### src/hdl/rsti_pkg.sv
package rsti_pkg;

  localparam int unsigned CHAR_W   = 8;
  localparam int unsigned RADIX_W  = 6;
  localparam int unsigned DIGIT_W  = 6;
  localparam int unsigned VALUE_W  = 64;
  localparam int unsigned OFFOUT_W = 16;

  // Bases and radix codes.
  localparam logic [RADIX_W-1:0] RADIX_RESET = 6'd10;
  localparam logic [RADIX_W-1:0] RADIX_AUTO  = 6'd0;
  localparam logic [RADIX_W-1:0] BASE_OCT    = 6'd8;
  localparam logic [RADIX_W-1:0] BASE_DEC    = 6'd10;
  localparam logic [RADIX_W-1:0] BASE_HEX    = 6'd16;
  localparam logic [RADIX_W-1:0] BASE_MIN    = 6'd2;
  localparam logic [RADIX_W-1:0] BASE_MAX    = 6'd36;
  localparam logic [DIGIT_W-1:0] NO_DIGIT    = 6'h3F;

  // Character codes.
  localparam logic [CHAR_W-1:0] CH_ZERO  = 8'h30;
  localparam logic [CHAR_W-1:0] CH_NINE  = 8'h39;
  localparam logic [CHAR_W-1:0] CH_UP_A  = 8'h41;
  localparam logic [CHAR_W-1:0] CH_UP_Z  = 8'h5A;
  localparam logic [CHAR_W-1:0] CH_LO_A  = 8'h61;
  localparam logic [CHAR_W-1:0] CH_LO_Z  = 8'h7A;
  localparam logic [CHAR_W-1:0] CH_UP_X  = 8'h58;
  localparam logic [CHAR_W-1:0] CH_LO_X  = 8'h78;
  localparam logic [CHAR_W-1:0] CH_PLUS  = 8'h2B;
  localparam logic [CHAR_W-1:0] CH_MINUS = 8'h2D;
  localparam logic [CHAR_W-1:0] CH_SPACE = 8'h20;
  localparam logic [CHAR_W-1:0] CH_TAB   = 8'h09;
  localparam logic [CHAR_W-1:0] CH_CR    = 8'h0D;
  localparam logic [CHAR_W-1:0] UP_OFF   = 8'd55;  // 'A' - 10
  localparam logic [CHAR_W-1:0] LO_OFF   = 8'd87;  // 'a' - 10

  localparam logic [VALUE_W-1:0] MAG_POS_LIMIT = 64'h7FFF_FFFF_FFFF_FFFF;
  localparam logic [VALUE_W-1:0] MAG_NEG_LIMIT = 64'h8000_0000_0000_0000;

  typedef enum logic [2:0] {
    PH_IDLE,
    PH_SPACE,
    PH_SIGNED,
    PH_ZERO,
    PH_DIGITS
  } phase_t;

  // One character after classification.
  typedef struct packed {
    logic               start;
    logic               space;
    logic               sign;
    logic               minus;
    logic               zero;
    logic               x_mark;
    logic [DIGIT_W-1:0] digit;
  } cls_t;

  typedef struct packed {
    logic empty;
    logic full;
  } q_stat_t;

endpackage

### src/hdl/rsti_chan_if.sv
interface rsti_in_if;
  import rsti_pkg::*;
  logic              valid;
  logic              ready;
  logic [CHAR_W-1:0] char_code;
  logic              start_req;
  modport source (output valid, char_code, start_req, input ready);
  modport sink (input valid, char_code, start_req, output ready);
endinterface

interface rsti_out_if;
  import rsti_pkg::*;
  logic                       valid;
  logic                       ready;
  logic signed [VALUE_W-1:0]  value;
  logic        [OFFOUT_W-1:0] end_offset;
  logic                       overflowed;
  logic                       digits_found;
  modport source (output valid, value, end_offset, overflowed, digits_found, input ready);
  modport sink (input valid, value, end_offset, overflowed, digits_found, output ready);
endinterface

interface rsti_cfg_if;
  import rsti_pkg::*;
  logic               valid;
  logic               ready;
  logic [RADIX_W-1:0] radix;
  modport source (output valid, radix, input ready);
  modport sink (input valid, radix, output ready);
endinterface

### src/hdl/rsti_front.sv
module rsti_front (
  rsti_in_if.sink           in_ch,
  input  rsti_pkg::q_stat_t q_stat,
  output logic              push,
  output rsti_pkg::cls_t    push_data
);
  import rsti_pkg::*;

  logic [CHAR_W-1:0] c;

  assign c           = in_ch.char_code;
  assign in_ch.ready = !q_stat.full;
  assign push        = in_ch.valid && !q_stat.full;

  always_comb begin
    push_data.start  = in_ch.start_req;
    push_data.space  = (c == CH_SPACE) || (c >= CH_TAB && c <= CH_CR);
    push_data.sign   = (c == CH_PLUS) || (c == CH_MINUS);
    push_data.minus  = (c == CH_MINUS);
    push_data.zero   = (c == CH_ZERO);
    push_data.x_mark = (c == CH_UP_X) || (c == CH_LO_X);
    if (c >= CH_ZERO && c <= CH_NINE) begin
      push_data.digit = DIGIT_W'(c - CH_ZERO);
    end else if (c >= CH_UP_A && c <= CH_UP_Z) begin
      push_data.digit = DIGIT_W'(c - UP_OFF);
    end else if (c >= CH_LO_A && c <= CH_LO_Z) begin
      push_data.digit = DIGIT_W'(c - LO_OFF);
    end else begin
      push_data.digit = NO_DIGIT;
    end
  end

endmodule

### src/hdl/rsti_queue.sv
module rsti_queue #(
  parameter int DEPTH = 2
) (
  input  logic              clk,
  input  logic              rst_n,
  input  logic              push,
  input  rsti_pkg::cls_t    push_data,
  input  logic              pop,
  output rsti_pkg::cls_t    head,
  output rsti_pkg::q_stat_t q_stat
);
  import rsti_pkg::*;

  localparam int IW = (DEPTH > 1) ? $clog2(DEPTH) : 1;
  localparam int CW = $clog2(DEPTH + 1);

  cls_t          slot_r [DEPTH];
  logic [IW-1:0] wr_ptr_r, wr_ptr_nxt;
  logic [IW-1:0] rd_ptr_r, rd_ptr_nxt;
  logic [CW-1:0] count_r, count_nxt;
  logic          do_push, do_pop;

  assign q_stat.empty = (count_r == '0);
  assign q_stat.full  = (count_r == CW'(DEPTH));
  assign head         = slot_r[rd_ptr_r];
  assign do_push      = push && !q_stat.full;
  assign do_pop       = pop && !q_stat.empty;

  always_comb begin
    wr_ptr_nxt = wr_ptr_r;
    rd_ptr_nxt = rd_ptr_r;
    count_nxt  = count_r;
    if (do_push) begin
      wr_ptr_nxt = (wr_ptr_r == IW'(DEPTH - 1)) ? '0 : wr_ptr_r + 1'b1;
    end
    if (do_pop) begin
      rd_ptr_nxt = (rd_ptr_r == IW'(DEPTH - 1)) ? '0 : rd_ptr_r + 1'b1;
    end
    if (do_push && !do_pop) begin
      count_nxt = count_r + 1'b1;
    end else if (do_pop && !do_push) begin
      count_nxt = count_r - 1'b1;
    end
  end

  always_ff @(posedge clk) begin
    if (!rst_n) begin
      wr_ptr_r <= '0;
      rd_ptr_r <= '0;
      count_r  <= '0;
    end else begin
      wr_ptr_r <= wr_ptr_nxt;
      rd_ptr_r <= rd_ptr_nxt;
      count_r  <= count_nxt;
    end
  end

  always_ff @(posedge clk) begin
    if (do_push) begin
      slot_r[wr_ptr_r] <= push_data;
    end
  end

endmodule

### src/hdl/rsti_back.sv
module rsti_back #(
  parameter int OFFSET_WIDTH = 16
) (
  input  logic                             clk,
  input  logic                             rst_n,
  input  logic [rsti_pkg::RADIX_W-1:0]     radix,
  input  rsti_pkg::cls_t                   head,
  input  rsti_pkg::q_stat_t                q_stat,
  output logic                             pop,
  rsti_out_if.source                       out_ch
);
  import rsti_pkg::*;

  localparam int PW = VALUE_W + RADIX_W + 1;

  phase_t                    phase_r, phase_nxt;
  logic                      neg_r, neg_nxt;
  logic [RADIX_W-1:0]        base_r, base_nxt;
  logic [VALUE_W-1:0]        acc_r, acc_nxt;
  logic                      any_r, any_nxt;
  logic                      ovf_r, ovf_nxt;
  logic [OFFSET_WIDTH-1:0]   pos_r, pos_nxt;

  logic                      out_valid_r, out_valid_nxt;
  logic signed [VALUE_W-1:0] out_value_r;
  logic [OFFOUT_W-1:0]       out_offset_r;
  logic                      out_ovf_r, out_any_r;

  // Decoded step of the current entry.
  phase_t                    base_phase;
  logic                      live, skip_ws, take_sign, signed_step, zero_pref;
  logic                      signed_digit, zero_step, x_taken, zero_digit, digit_run;
  logic                      do_digit, base_ok, ends, add;
  logic [RADIX_W-1:0]        step_base;
  logic                      neg_eff, ovf_eff, any_eff;
  logic [VALUE_W-1:0]        acc_eff, limit;
  logic [OFFSET_WIDTH-1:0]   pos_eff;
  logic [31:0]               pos_ext;
  logic [PW-1:0]             prod;

  assign pop = !q_stat.empty && (!out_valid_r || out_ch.ready);

  always_comb begin
    base_phase   = head.start ? PH_SPACE : phase_r;
    live         = head.start || (phase_r != PH_IDLE);
    skip_ws      = live && (base_phase == PH_SPACE) && head.space;
    take_sign    = live && (base_phase == PH_SPACE) && !head.space && head.sign;
    signed_step  = live && (((base_phase == PH_SPACE) && !head.space && !head.sign)
                   || (base_phase == PH_SIGNED));
    zero_pref    = signed_step && head.zero && (radix == RADIX_AUTO || radix == BASE_HEX);
    signed_digit = signed_step && !zero_pref;
    zero_step    = live && (base_phase == PH_ZERO);
    x_taken      = zero_step && head.x_mark;
    zero_digit   = zero_step && !head.x_mark;
    digit_run    = live && (base_phase == PH_DIGITS);
    do_digit     = signed_digit || zero_digit || digit_run;

    if (signed_digit) begin
      step_base = (radix == RADIX_AUTO) ? BASE_DEC : radix;
    end else if (zero_digit) begin
      step_base = (base_r == RADIX_AUTO) ? BASE_OCT : BASE_HEX;
    end else if (x_taken) begin
      step_base = BASE_HEX;
    end else begin
      step_base = base_r;
    end

    base_ok = (step_base >= BASE_MIN) && (step_base <= BASE_MAX);
    ends    = do_digit && (!base_ok || (head.digit >= step_base));
    add     = do_digit && !ends;

    neg_eff = head.start ? 1'b0 : neg_r;
    acc_eff = head.start ? '0 : acc_r;
    ovf_eff = head.start ? 1'b0 : ovf_r;
    // A leading zero in front of a non-x character counts as a digit.
    any_eff = (head.start ? 1'b0 : any_r) || zero_digit;
    if (head.start) begin
      pos_eff = '0;
    end else if (pos_r != '1) begin
      pos_eff = pos_r + 1'b1;
    end else begin
      pos_eff = pos_r;
    end
    pos_ext = 32'(pos_eff);
    limit   = neg_eff ? MAG_NEG_LIMIT : MAG_POS_LIMIT;
    prod    = PW'(acc_eff) * PW'(step_base) + PW'(head.digit);
  end

  // Next phase.
  always_comb begin
    phase_nxt = phase_r;
    if (pop && live) begin
      if (ends) begin
        phase_nxt = PH_IDLE;
      end else if (skip_ws) begin
        phase_nxt = PH_SPACE;
      end else if (take_sign) begin
        phase_nxt = PH_SIGNED;
      end else if (zero_pref) begin
        phase_nxt = PH_ZERO;
      end else begin
        phase_nxt = PH_DIGITS;
      end
    end
  end

  // Datapath and result.
  always_comb begin
    neg_nxt       = neg_r;
    base_nxt      = base_r;
    acc_nxt       = acc_r;
    any_nxt       = any_r;
    ovf_nxt       = ovf_r;
    pos_nxt       = pos_r;
    out_valid_nxt = out_valid_r;
    if (out_ch.ready) begin
      out_valid_nxt = 1'b0;
    end
    if (pop && live) begin
      neg_nxt = take_sign ? head.minus : neg_eff;
      if (zero_pref) begin
        base_nxt = radix;
      end else if (do_digit || x_taken) begin
        base_nxt = step_base;
      end else if (head.start) begin
        base_nxt = '0;
      end
      acc_nxt = acc_eff;
      ovf_nxt = ovf_eff;
      any_nxt = any_eff || add;
      pos_nxt = pos_eff;
      if (add && !ovf_eff) begin
        if (prod > PW'(limit)) begin
          ovf_nxt = 1'b1;
          acc_nxt = limit;
        end else begin
          acc_nxt = prod[VALUE_W-1:0];
        end
      end
      if (ends) begin
        out_valid_nxt = 1'b1;
      end
    end
  end

  always_ff @(posedge clk) begin
    if (!rst_n) begin
      phase_r     <= PH_IDLE;
      neg_r       <= 1'b0;
      base_r      <= '0;
      acc_r       <= '0;
      any_r       <= 1'b0;
      ovf_r       <= 1'b0;
      pos_r       <= '0;
      out_valid_r <= 1'b0;
    end else begin
      phase_r     <= phase_nxt;
      neg_r       <= neg_nxt;
      base_r      <= base_nxt;
      acc_r       <= acc_nxt;
      any_r       <= any_nxt;
      ovf_r       <= ovf_nxt;
      pos_r       <= pos_nxt;
      out_valid_r <= out_valid_nxt;
    end
  end

  always_ff @(posedge clk) begin
    if (pop && ends) begin
      out_value_r  <= neg_eff ? VALUE_W'(-acc_eff) : acc_eff;
      out_offset_r <= any_eff ? pos_ext[OFFOUT_W-1:0] : '0;
      out_ovf_r    <= ovf_eff;
      out_any_r    <= any_eff;
    end
  end

  assign out_ch.valid        = out_valid_r;
  assign out_ch.value        = out_value_r;
  assign out_ch.end_offset   = out_offset_r;
  assign out_ch.overflowed   = out_ovf_r;
  assign out_ch.digits_found = out_any_r;

endmodule

### src/hdl/radix_string_to_int64.sv
// Channel   Dir  Handshake      Request contents
// in_ch     in   valid/ready    char_code[7:0], start_req
// out_ch    out  valid/ready    value[63:0] signed, end_offset[15:0], overflowed, digits_found
// cfg_ch    in   valid/ready    radix[5:0] (always ready)
//
// One character is taken every clock cycle while the queue is not full; the digit
// sequencer does one multiply-by-base, add and limit compare per cycle, which sets that rate.
// A result reaches out_ch once its terminating character, accepted into the queue,
// has been popped by the sequencer, which registers the result.
// Reset is synchronous; radix returns to 10 and no clearing pass is needed.
// A stalled out_ch holds the sequencer, and in_ch keeps flowing until the
// queue fills.
module radix_string_to_int64 #(
  parameter int OFFSET_WIDTH = 16,
  parameter int QUEUE_DEPTH  = 2
) (
  input  logic        clk,
  input  logic        rst_n,
  rsti_in_if.sink     in_ch,
  rsti_out_if.source  out_ch,
  rsti_cfg_if.sink    cfg_ch
);
  import rsti_pkg::*;

  // The radix register. The user must write it only between strings; the block does not
  // enforce that. The sequencer simply samples it when the first significant character runs.
  logic [RADIX_W-1:0] radix_r, radix_nxt;

  // Front side: classified characters waiting for the sequencer.
  logic    push;
  cls_t    push_data;
  cls_t    head;
  q_stat_t q_stat;
  logic    pop;

  assign cfg_ch.ready = 1'b1;

  always_comb begin
    radix_nxt = radix_r;
    if (cfg_ch.valid) begin
      radix_nxt = cfg_ch.radix;
    end
  end

  always_ff @(posedge clk) begin
    if (!rst_n) begin
      radix_r <= RADIX_RESET;
    end else begin
      radix_r <= radix_nxt;
    end
  end

  // The front end decodes each byte into white space, sign, prefix and
  // digit value; none of that depends on conversion state.
  rsti_front u_front (
    .in_ch     (in_ch),
    .q_stat    (q_stat),
    .push      (push),
    .push_data (push_data)
  );

  // A short queue lets the input keep moving while a result waits.
  rsti_queue #(
    .DEPTH (QUEUE_DEPTH)
  ) u_queue (
    .clk       (clk),
    .rst_n     (rst_n),
    .push      (push),
    .push_data (push_data),
    .pop       (pop),
    .head      (head),
    .q_stat    (q_stat)
  );

  // The back end walks the phases of the conversion, accumulates the
  // magnitude with saturation and registers the result.
  rsti_back #(
    .OFFSET_WIDTH (OFFSET_WIDTH)
  ) u_back (
    .clk    (clk),
    .rst_n  (rst_n),
    .radix  (radix_r),
    .head   (head),
    .q_stat (q_stat),
    .pop    (pop),
    .out_ch (out_ch)
  );

  // A result without digits carries nothing but zeros.
  a_no_digit_zero: assert property (@(posedge clk) disable iff (!rst_n)
    (out_ch.valid && !out_ch.digits_found) |->
      (out_ch.value == '0 && out_ch.end_offset == '0 && !out_ch.overflowed))
    else $error("result without digits is not zero");

  // Saturation only ever produces one of the two 64-bit limits.
  a_ovf_limit: assert property (@(posedge clk) disable iff (!rst_n)
    (out_ch.valid && out_ch.overflowed) |->
      (out_ch.value == MAG_POS_LIMIT || out_ch.value == MAG_NEG_LIMIT))
    else $error("overflowed result is not a limit value");

  // An empty queue never holds back the input side.
  a_empty_ready: assert property (@(posedge clk) disable iff (!rst_n)
    q_stat.empty |-> in_ch.ready)
    else $error("input stalled with an empty queue");

  // The sequencer never takes an entry from an empty queue.
  a_pop_nonempty: assert property (@(posedge clk) disable iff (!rst_n)
    pop |-> !q_stat.empty)
    else $error("sequencer popped an empty queue");

endmodule
### src/flat_wrapper.sv
// flat-port wrapper written by rule: the top's interface ports become plain ports
module radix_string_to_int64_flat import rsti_pkg::*;
#(
  parameter int OFFSET_WIDTH = 16,
  parameter int QUEUE_DEPTH  = 2
)
  (clk, rst_n, in_ch_valid, in_ch_char_code, in_ch_start_req, in_ch_ready, out_ch_valid, out_ch_value, out_ch_end_offset, out_ch_overflowed, out_ch_digits_found, out_ch_ready, cfg_ch_valid, cfg_ch_radix, cfg_ch_ready);
  rsti_in_if in_ch_i ();
  rsti_out_if out_ch_i ();
  rsti_cfg_if cfg_ch_i ();
  input  logic clk;
  input  logic rst_n;
  input wire logic [$bits(in_ch_i.valid)-1:0] in_ch_valid;
  input wire logic [$bits(in_ch_i.char_code)-1:0] in_ch_char_code;
  input wire logic [$bits(in_ch_i.start_req)-1:0] in_ch_start_req;
  output wire logic [$bits(in_ch_i.ready)-1:0] in_ch_ready;
  output wire logic [$bits(out_ch_i.valid)-1:0] out_ch_valid;
  output wire logic [$bits(out_ch_i.value)-1:0] out_ch_value;
  output wire logic [$bits(out_ch_i.end_offset)-1:0] out_ch_end_offset;
  output wire logic [$bits(out_ch_i.overflowed)-1:0] out_ch_overflowed;
  output wire logic [$bits(out_ch_i.digits_found)-1:0] out_ch_digits_found;
  input wire logic [$bits(out_ch_i.ready)-1:0] out_ch_ready;
  input wire logic [$bits(cfg_ch_i.valid)-1:0] cfg_ch_valid;
  input wire logic [$bits(cfg_ch_i.radix)-1:0] cfg_ch_radix;
  output wire logic [$bits(cfg_ch_i.ready)-1:0] cfg_ch_ready;
  assign in_ch_i.valid = in_ch_valid;
  assign in_ch_i.char_code = in_ch_char_code;
  assign in_ch_i.start_req = in_ch_start_req;
  assign in_ch_ready = in_ch_i.ready;
  assign out_ch_valid = out_ch_i.valid;
  assign out_ch_value = out_ch_i.value;
  assign out_ch_end_offset = out_ch_i.end_offset;
  assign out_ch_overflowed = out_ch_i.overflowed;
  assign out_ch_digits_found = out_ch_i.digits_found;
  assign out_ch_i.ready = out_ch_ready;
  assign cfg_ch_i.valid = cfg_ch_valid;
  assign cfg_ch_i.radix = cfg_ch_radix;
  assign cfg_ch_ready = cfg_ch_i.ready;
  radix_string_to_int64 #(.OFFSET_WIDTH(OFFSET_WIDTH), .QUEUE_DEPTH(QUEUE_DEPTH)) u_core (.clk(clk), .rst_n(rst_n), .in_ch(in_ch_i), .out_ch(out_ch_i), .cfg_ch(cfg_ch_i));
endmodule
### config.mk
export PLATFORM = sky130hd
export DESIGN_NAME = radix_string_to_int64_flat
export DESIGN_NICKNAME = d
export VERILOG_FILES = /design/src/hdl/rsti_pkg.sv /design/src/hdl/rsti_chan_if.sv /design/src/hdl/rsti_front.sv /design/src/hdl/rsti_queue.sv /design/src/hdl/rsti_back.sv /design/src/hdl/radix_string_to_int64.sv /design/src/flat_wrapper.sv
export SDC_FILE = /design/constraint.sdc
export NUM_CORES = 2
export LEC_CHECK = 0
export ABC_AREA = 1
export CORE_MARGIN = 2
export CORE_UTILIZATION = 40
export DETAILED_ROUTE_END_ITERATION = 12
export DONT_BUFFER_PORTS = 1
export SLEW_MARGIN = 20
export SYNTH_ARGS = -nofsm -noshare
export SYNTH_HDL_FRONTEND = slang
export SYNTH_SLANG_ARGS = --single-unit
### constraint.sdc
create_clock -name clk -period 19.3 [get_ports clk]
set_clock_uncertainty 0.1 [all_clocks]
set_input_delay 0 -clock clk [delete_from_list [all_inputs] [get_ports clk]]
set_output_delay 0 -clock clk [all_outputs]
set_load 0.05 [all_outputs]
# Word-level counts from Yosys, hierarchy flattened
# Memory sizes are Yosys's and may differ from the RTL's. A register that Yosys moved wholly into a read port is not among the register bits.
# Index checks and enable logic that the tools add are counted.
# W data, S select, Z words.
[op_classes]
addsub = 10
multipliers = 1
magnitude_cmp = 12
eq_ne = 13
muxes = 40
n_reduce_logical = 62
[ops]
columns = ["cell", "count"]
rows = [
  ["$mux W64", 5],
  ["$add A70 B6 Y71", 1],
  ["$gt A71 B64 Y1", 1],
  ["$mul A64 B6 Y70", 1],
  ["$neg A64 Y64", 1],
  ["$mux W6", 10],
  ["$eq A8 B6 Y1 const B", 4],
  ["$mux W16", 2],
  ["$logic_and A1 B1 Y1", 30],
  ["$add A16 B1 Y16 const B", 1],
  ["$eq A8 B7 Y1 const B", 2],
  ["$ge A8 B7 Y1 const B", 2],
  ["$le A8 B7 Y1 const B", 2],
  ["$ne A16 B16 Y1 const B", 1],
  ["$mux W1", 15],
  ["$mux W3", 5],
  ["$logic_or A1 B1 Y1", 13],
  ["$logic_not A1 Y1", 12],
  ["$logic_not A6 Y1", 2],
  ["$sub A6 B6 Y6 const B", 2],
  ["$ge A8 B4 Y1 const B", 1],
  ["$ge A8 B6 Y1 const B", 1],
  ["$le A8 B4 Y1 const B", 1],
  ["$le A8 B6 Y1 const B", 1],
  ["other kinds (18)", 22],
]
[totals]
register_bits = 185
ramBits = 24
input_bits = 20
out_inout_bits = 85
word_cells = 155
memories = 1
[memory_table]
columns = ["name", "words", "word_bits", "read_ports", "rd_clocked_by_memory_dff", "wr", "line_no", "source"]
rows = [
  ["u_core.u_queue.slot_r", 2, 12, 1, 1, 1, "rsti_queue.sv:17", "cls_t slot_r [DEPTH];"],
]

# Longest topological paths before layout
[logic_depth]
word_depth = 20
mapped_depth = 56
depth_no_buf = 55

# Cells and area by module
# A second synthesis with hierarchy kept.
[unflattened]
cells_unflattened = 3770
area_unflattened_um2 = 27671.5
[modules_own_cells]
columns = ["mod", "instances", "cells_per_inst", "area_per_inst_um2", "seq_area_each_um2"]
rows = [
  ["rsti_back", 1, 3552, 25705.9, 4324.1],
  ["rsti_queue", 1, 75, 1114.8, 820.8],
  ["rsti_front", 1, 107, 594.3, 0.0],
  ["radix_string_to_int64", 1, 36, 256.5, 120.1],
]

# Worst setup path after synthesis
# OpenSTA, ideal clock, no wires.
[synth_path]
path_kind = "register to register"
start = "register (tool-made name)"
end = "register u_core.u_back.acc_r[10]"
setup_time_ns = 0.070
arrival_time_ns = 7.222
t_required_ns = 19.130
path_slack_ns = 11.908
path_stages_with_launch = 47
n_path_buf = 3
period_less_slack_ns = 7.392
path_cell_list = "dfxtp_1 -> inv_2 -> or2_0 -> o21ai_2 -> nand2_1 -> o21ai_4 -> nand2_4 -> o21ai_2 -> clkbuf_1 -> nand2_1 -> fa_1 -> fa_1 -> inv_1 -> fa_1 -> inv_1 -> fa_1 -> inv_1 -> ha_1 -> [11 not listed] -> nand2_1 -> xor2_1 -> inv_1 -> ha_1 -> nand2_1 -> nor2_1 -> inv_1 -> nor4_1 -> inv_1 -> nor2_1 -> nand4_1 -> nand2_1 -> clkbuf_1 -> clkbuf_1 -> nand3_1 -> nand3_1 -> nand2_1 -> a21oi_1"
[synth_lines]
columns = ["element", "line_no", "source"]
rows = [
  ["end signal: assignment", "rsti_back.sv:160", "acc_r <= acc_nxt;"],
  ["end: declaration", "rsti_back.sv:19", "logic [VALUE_W-1:0] acc_r, acc_nxt;"],
]

==> Implementation_results.wiki <==
{| class="wikitable"
! Metric !! Value
|-
| Run status || finished clean
|-
| Data required, critical path || 19.69 ns
|-
| Peak supply drop || 0.00008032 V
|-
| Data arrival time of the critical path || 11.27 ns
|-
| Final routed DRC violation total || 0
|-
| Number of filler instances in the final layout || 6947
|-
| Count of different cell masters after synthesis || 57
|-
| Post-CTS Resized || 0
|-
| Main synth FF type || sky130_fd_sc_hd__edfxtp_1
|-
| Die Wd || 262.3 um
|-
| Global-route wire length before repair || 137600 um
|-
| Total number of placement rows || 94
|-
| Cell accounting for the most synthesized area || sky130_fd_sc_hd__fa_1
|-
| 1st-iter DRT viols || 2714
|-
| Fraction of post-synthesis cell area in the top cell type by area || 18.90%
|-
| Final std cells w/o fill || 4593
|-
| Share of flip-flops with an asynchronous set or reset after synthesis || 0%
|-
| RD Place Congestion || 0.9790
|-
| Worst Path Class, Setup || reg -> reg
|-
| Routed wire length || 87270 um
|-
| Standby leakage power || 14.00 nW
|-
| Die H || 262.3 um
|-
| GRT overflow || 0
|-
| Mapped Nets || 4259
|-
| Total Neg Setup Slack || 0 ns
|-
| Highest attainable clock frequency || 91.89 MHz
|-
| PortBufs || 0
|-
| Insertion delay of the later-clocked pin in the worst-skew pair || 0.56 ns
|-
| Sinks on the clock net || 210
|-
| Most common cell after layout, fill and taps aside || sky130_fd_sc_hd__nand2_1
|-
| Core outline area || 65860 um^2
|-
| Maximum number of pins on one net before global-route repair || 85
|-
| DRT antenna net count || 0
|-
| Worst-margin pin slew || 1.131 ns
|-
| Main area contributors after synthesis || sky130_fd_sc_hd__fa_1 19%, sky130_fd_sc_hd__nand2_1 13%, sky130_fd_sc_hd__edfxtp_1 12%
|-
| Vias in the first global route || 23920
|-
| Final hold violation count || 0
|-
| Total placed cells including tap cells || 4517
|-
| Cell with the largest stage delay on the worst path || sky130_fd_sc_hd__buf_4
|-
| Worst Path Max Fanout || 64
|-
| Cts bufs inserted || 24
|-
| Maxcap violations || 0
|-
| Worst path setup slack after routing || 8.417 ns
|-
| Cell at the root of the clock tree || sky130_fd_sc_hd__clkbuf_16
|-
| Total vias in the final route || 25080
|-
| Layout cells sized above 1 || 2.896%
|-
| Number of standard cells after synthesis || 3755
|-
| Power density over the cells || 79.46 nW/um^2
|-
| Category of the worst setup path launch point || flip-flop
|-
| Multi-input gate area in the final layout || 18900 um^2
|-
| Warning count from the yosys run || 0
|-
| Level count of the clock H-tree || 1
|-
| Total power of the final layout || 2.261 mW
|-
| Post-Synthesis Cell Area || 26690 um^2
|-
| Commonest cells after routing, fill and taps aside || 913 x sky130_fd_sc_hd__nand2_1, 519 x sky130_fd_sc_hd__nor2_1, 506 x sky130_fd_sc_hd__inv_1, 303 x sky130_fd_sc_hd__a21oi_1, 252 x sky130_fd_sc_hd__fa_1
|-
| Max-slew headroom at the worst pin || 23.58%
|-
| Clock transition at the registers of the reported paths || 0.07 ns
|-
| Clock tree from TritonCTS || built
|-
| Worst setup EP type || flip-flop
|-
| Vias per Instance || 5.461
|-
| HPWL reported at the end of detailed placement || 67530 um
|-
| Setup slack at placement || 8.623 ns
|-
| Final Core Density || 43.20%
|-
| Antenna cell count || 0
|-
| Setup Viol. Count Final || 0
|-
| Number of pins with negative max-slew slack in the final report || 0
|-
| Starting density of the core || 40.53%
|-
| Cells on worst reg2reg path || 46
|-
| Sequential cell area || 5265 um^2
|-
| Cell repeated most along the worst path || sky130_fd_sc_hd__nand2_1
|-
| HP Class || in -> reg
|-
| Slowest cell delay on critical path || 0.65 ns
|-
| Number of cells on the worst hold path || 3
|-
| Unrepaired setup endpoints after global routing || no
|-
| Time the final worst path needs with I/O delays and setup || 10.88 ns
|-
| Post-synth EDFFs || 106
|-
| Register area share after synthesis || 19.72%
|-
| Average wire per cell in the routed design || 19.00 um
|-
| Router iterations before antenna repair || 7
|-
| Post-CTS setup buffers || 0
|-
| Longest Clk Path Bufs || 3
|-
| Top-level I/O count || 105
|-
| Mean instance size in the synthesized netlist || 7.109 um^2
|-
| Ratio of final minimum period to clock period || 56.39%
|-
| Initial antenna violation count || 0
|-
| Die footprint || 68820 um^2
|-
| Total track usage || 24.99%
|-
| Layout overhead on the synthesized area || 6.590%
|-
| Layout Nets || 4215
|-
| Register bit count reported by yosys || 210
|}
-- logic make-up (layout without fill, tap and decap cells) --
kind of cell | count (synthesis) | after routing | share of synthesized area, %
AND/OR/NAND/NOR | 1797 | 1797 | 27.53
buffers and inverters | 653 | 627 | 9.646
AO/OA/AOI/OAI | 532 | 532 | 10.73
adder cells (fa/ha/maj) | 484 | 484 | 29.77
flip-flops | 210 | 210 | 19.72
XOR/XNOR | 72 | 72 | 2.362
multiplexers | 6 | 6 | 0.2250
other | 1 | 1 | 0.01405
-- worst max-delay path: cells and delay by family (launching register included) --
kind                     cells  cell delay [ns]
AO/OA/AOI/OAI                4             0.96
adder cells (fa/ha/maj)      6             2.53
buffers and inverters       13             2.81
flip-flops                   1             0.59
AND/OR/NAND/NOR             23             3.72
-- registers in the layout (all words and copies together) (netlist names), named ones only --
signal,cells
u_core.u_back.acc_r,64
u_core.u_back.out_ch.value,64
u_core.u_queue.slot_r,24
u_core.u_back.out_ch.end_offset,16
u_core.u_back.pos_r,16
u_core.radix_r,6
u_core.u_back.base_r,6
u_core.u_back.phase_r,3
u_core.u_queue.count_r,2
u_core.u_back.any_r,1
u_core.u_back.neg_r,1
u_core.u_back.out_ch.digits_found,1
u_core.u_back.out_ch.overflowed,1
u_core.u_back.out_ch.valid,1
u_core.u_back.ovf_r,1
u_core.u_queue.rd_ptr_r,1
u_core.u_queue.wr_ptr_r,1
-- power by group --
part	leakage (nW)	switching, mW	internal [mW]
combinational	11.8	0.854	0.246
clock	0.350	0.207	0.241
sequential	1.84	0.150	0.564
-- layout make-up --
| type | count | area share, % |
|---|---|---|
| well taps | 864 | 3.799 |
| clock buffers | 33 | 2.300 |
| clock inverters | 11 | 0.3122 |
| repair buffers | 52 | 1.636 |
| flip-flops and latches | 210 | 18.50 |
| multi-input cells | 2892 | 66.41 |
| inverters | 531 | 7.036 |
-- stage by stage --
stage,hold WS [ns],instance area (um^2)
final,0.05148,28450
after global routing,0.07544,28450
after CTS,0.009702,28440
after detailed placement,-0.0009730,27390
after global placement,-0.0009766,27390
after floorplan,-0.001131,26690
-- path summary, 6_finish.rpt --
kind | startpoint | to | slack [ns]
worst max-delay path | flip-flop | u_core.u_back.acc_r[38] | 8.42
worst min-delay path | cfg_ch_radix[0] | u_core.radix_r[0] | 0.05
worst max register to register | flip-flop | u_core.u_back.acc_r[38] | 8.42
worst min register to register | u_core.u_queue.rd_ptr_r | u_core.u_queue.rd_ptr_r | 0.36
-- cell usage after synthesis (4+ instances only) --
master	instances
sky130_fd_sc_hd__nand2_1	916
sky130_fd_sc_hd__nor2_1	521
sky130_fd_sc_hd__inv_1	509
sky130_fd_sc_hd__a21oi_1	304
sky130_fd_sc_hd__fa_1	252
sky130_fd_sc_hd__nand3_1	241
sky130_fd_sc_hd__ha_1	232
sky130_fd_sc_hd__o21ai_0	149
sky130_fd_sc_hd__edfxtp_1	106
sky130_fd_sc_hd__dfxtp_1	104
sky130_fd_sc_hd__clkbuf_1	58
sky130_fd_sc_hd__xor2_1	56
sky130_fd_sc_hd__nor3_1	39
sky130_fd_sc_hd__buf_1	26
sky130_fd_sc_hd__nand4_1	26
sky130_fd_sc_hd__buf_2	21
sky130_fd_sc_hd__xnor2_1	16
sky130_fd_sc_hd__o21bai_1	14
sky130_fd_sc_hd__nor4_1	13
sky130_fd_sc_hd__inv_2	12
sky130_fd_sc_hd__o211ai_1	11
sky130_fd_sc_hd__clkinv_1	10
sky130_fd_sc_hd__a31oi_1	9
sky130_fd_sc_hd__buf_6	9
sky130_fd_sc_hd__a21o_1	8
sky130_fd_sc_hd__buf_4	8
sky130_fd_sc_hd__o31ai_1	8
sky130_fd_sc_hd__mux2i_1	6
sky130_fd_sc_hd__nand2_2	6
sky130_fd_sc_hd__or2_2	6
sky130_fd_sc_hd__a21boi_0	5
sky130_fd_sc_hd__and3_1	5
sky130_fd_sc_hd__nand3b_1	5
sky130_fd_sc_hd__o21a_1	5
sky130_fd_sc_hd__nor2_2	4
sky130_fd_sc_hd__o21ai_1	4
-- repair_timing --
action,CTS,global route
hold buffers,31,1
hold endpoints to repair,118,29
setup endpoints to repair,0,0
-- layer usage --
layer  global-route usage, %  vias up  routed length, um
li1                        -    11930                  -
met5                       0        -                  0
met2                   39.71      986              39290
met3                   2.980      141               6148
met4                   7.463        0               2721
met1                   35.61    12030              39100
Power figures use the tool's default switching activity.
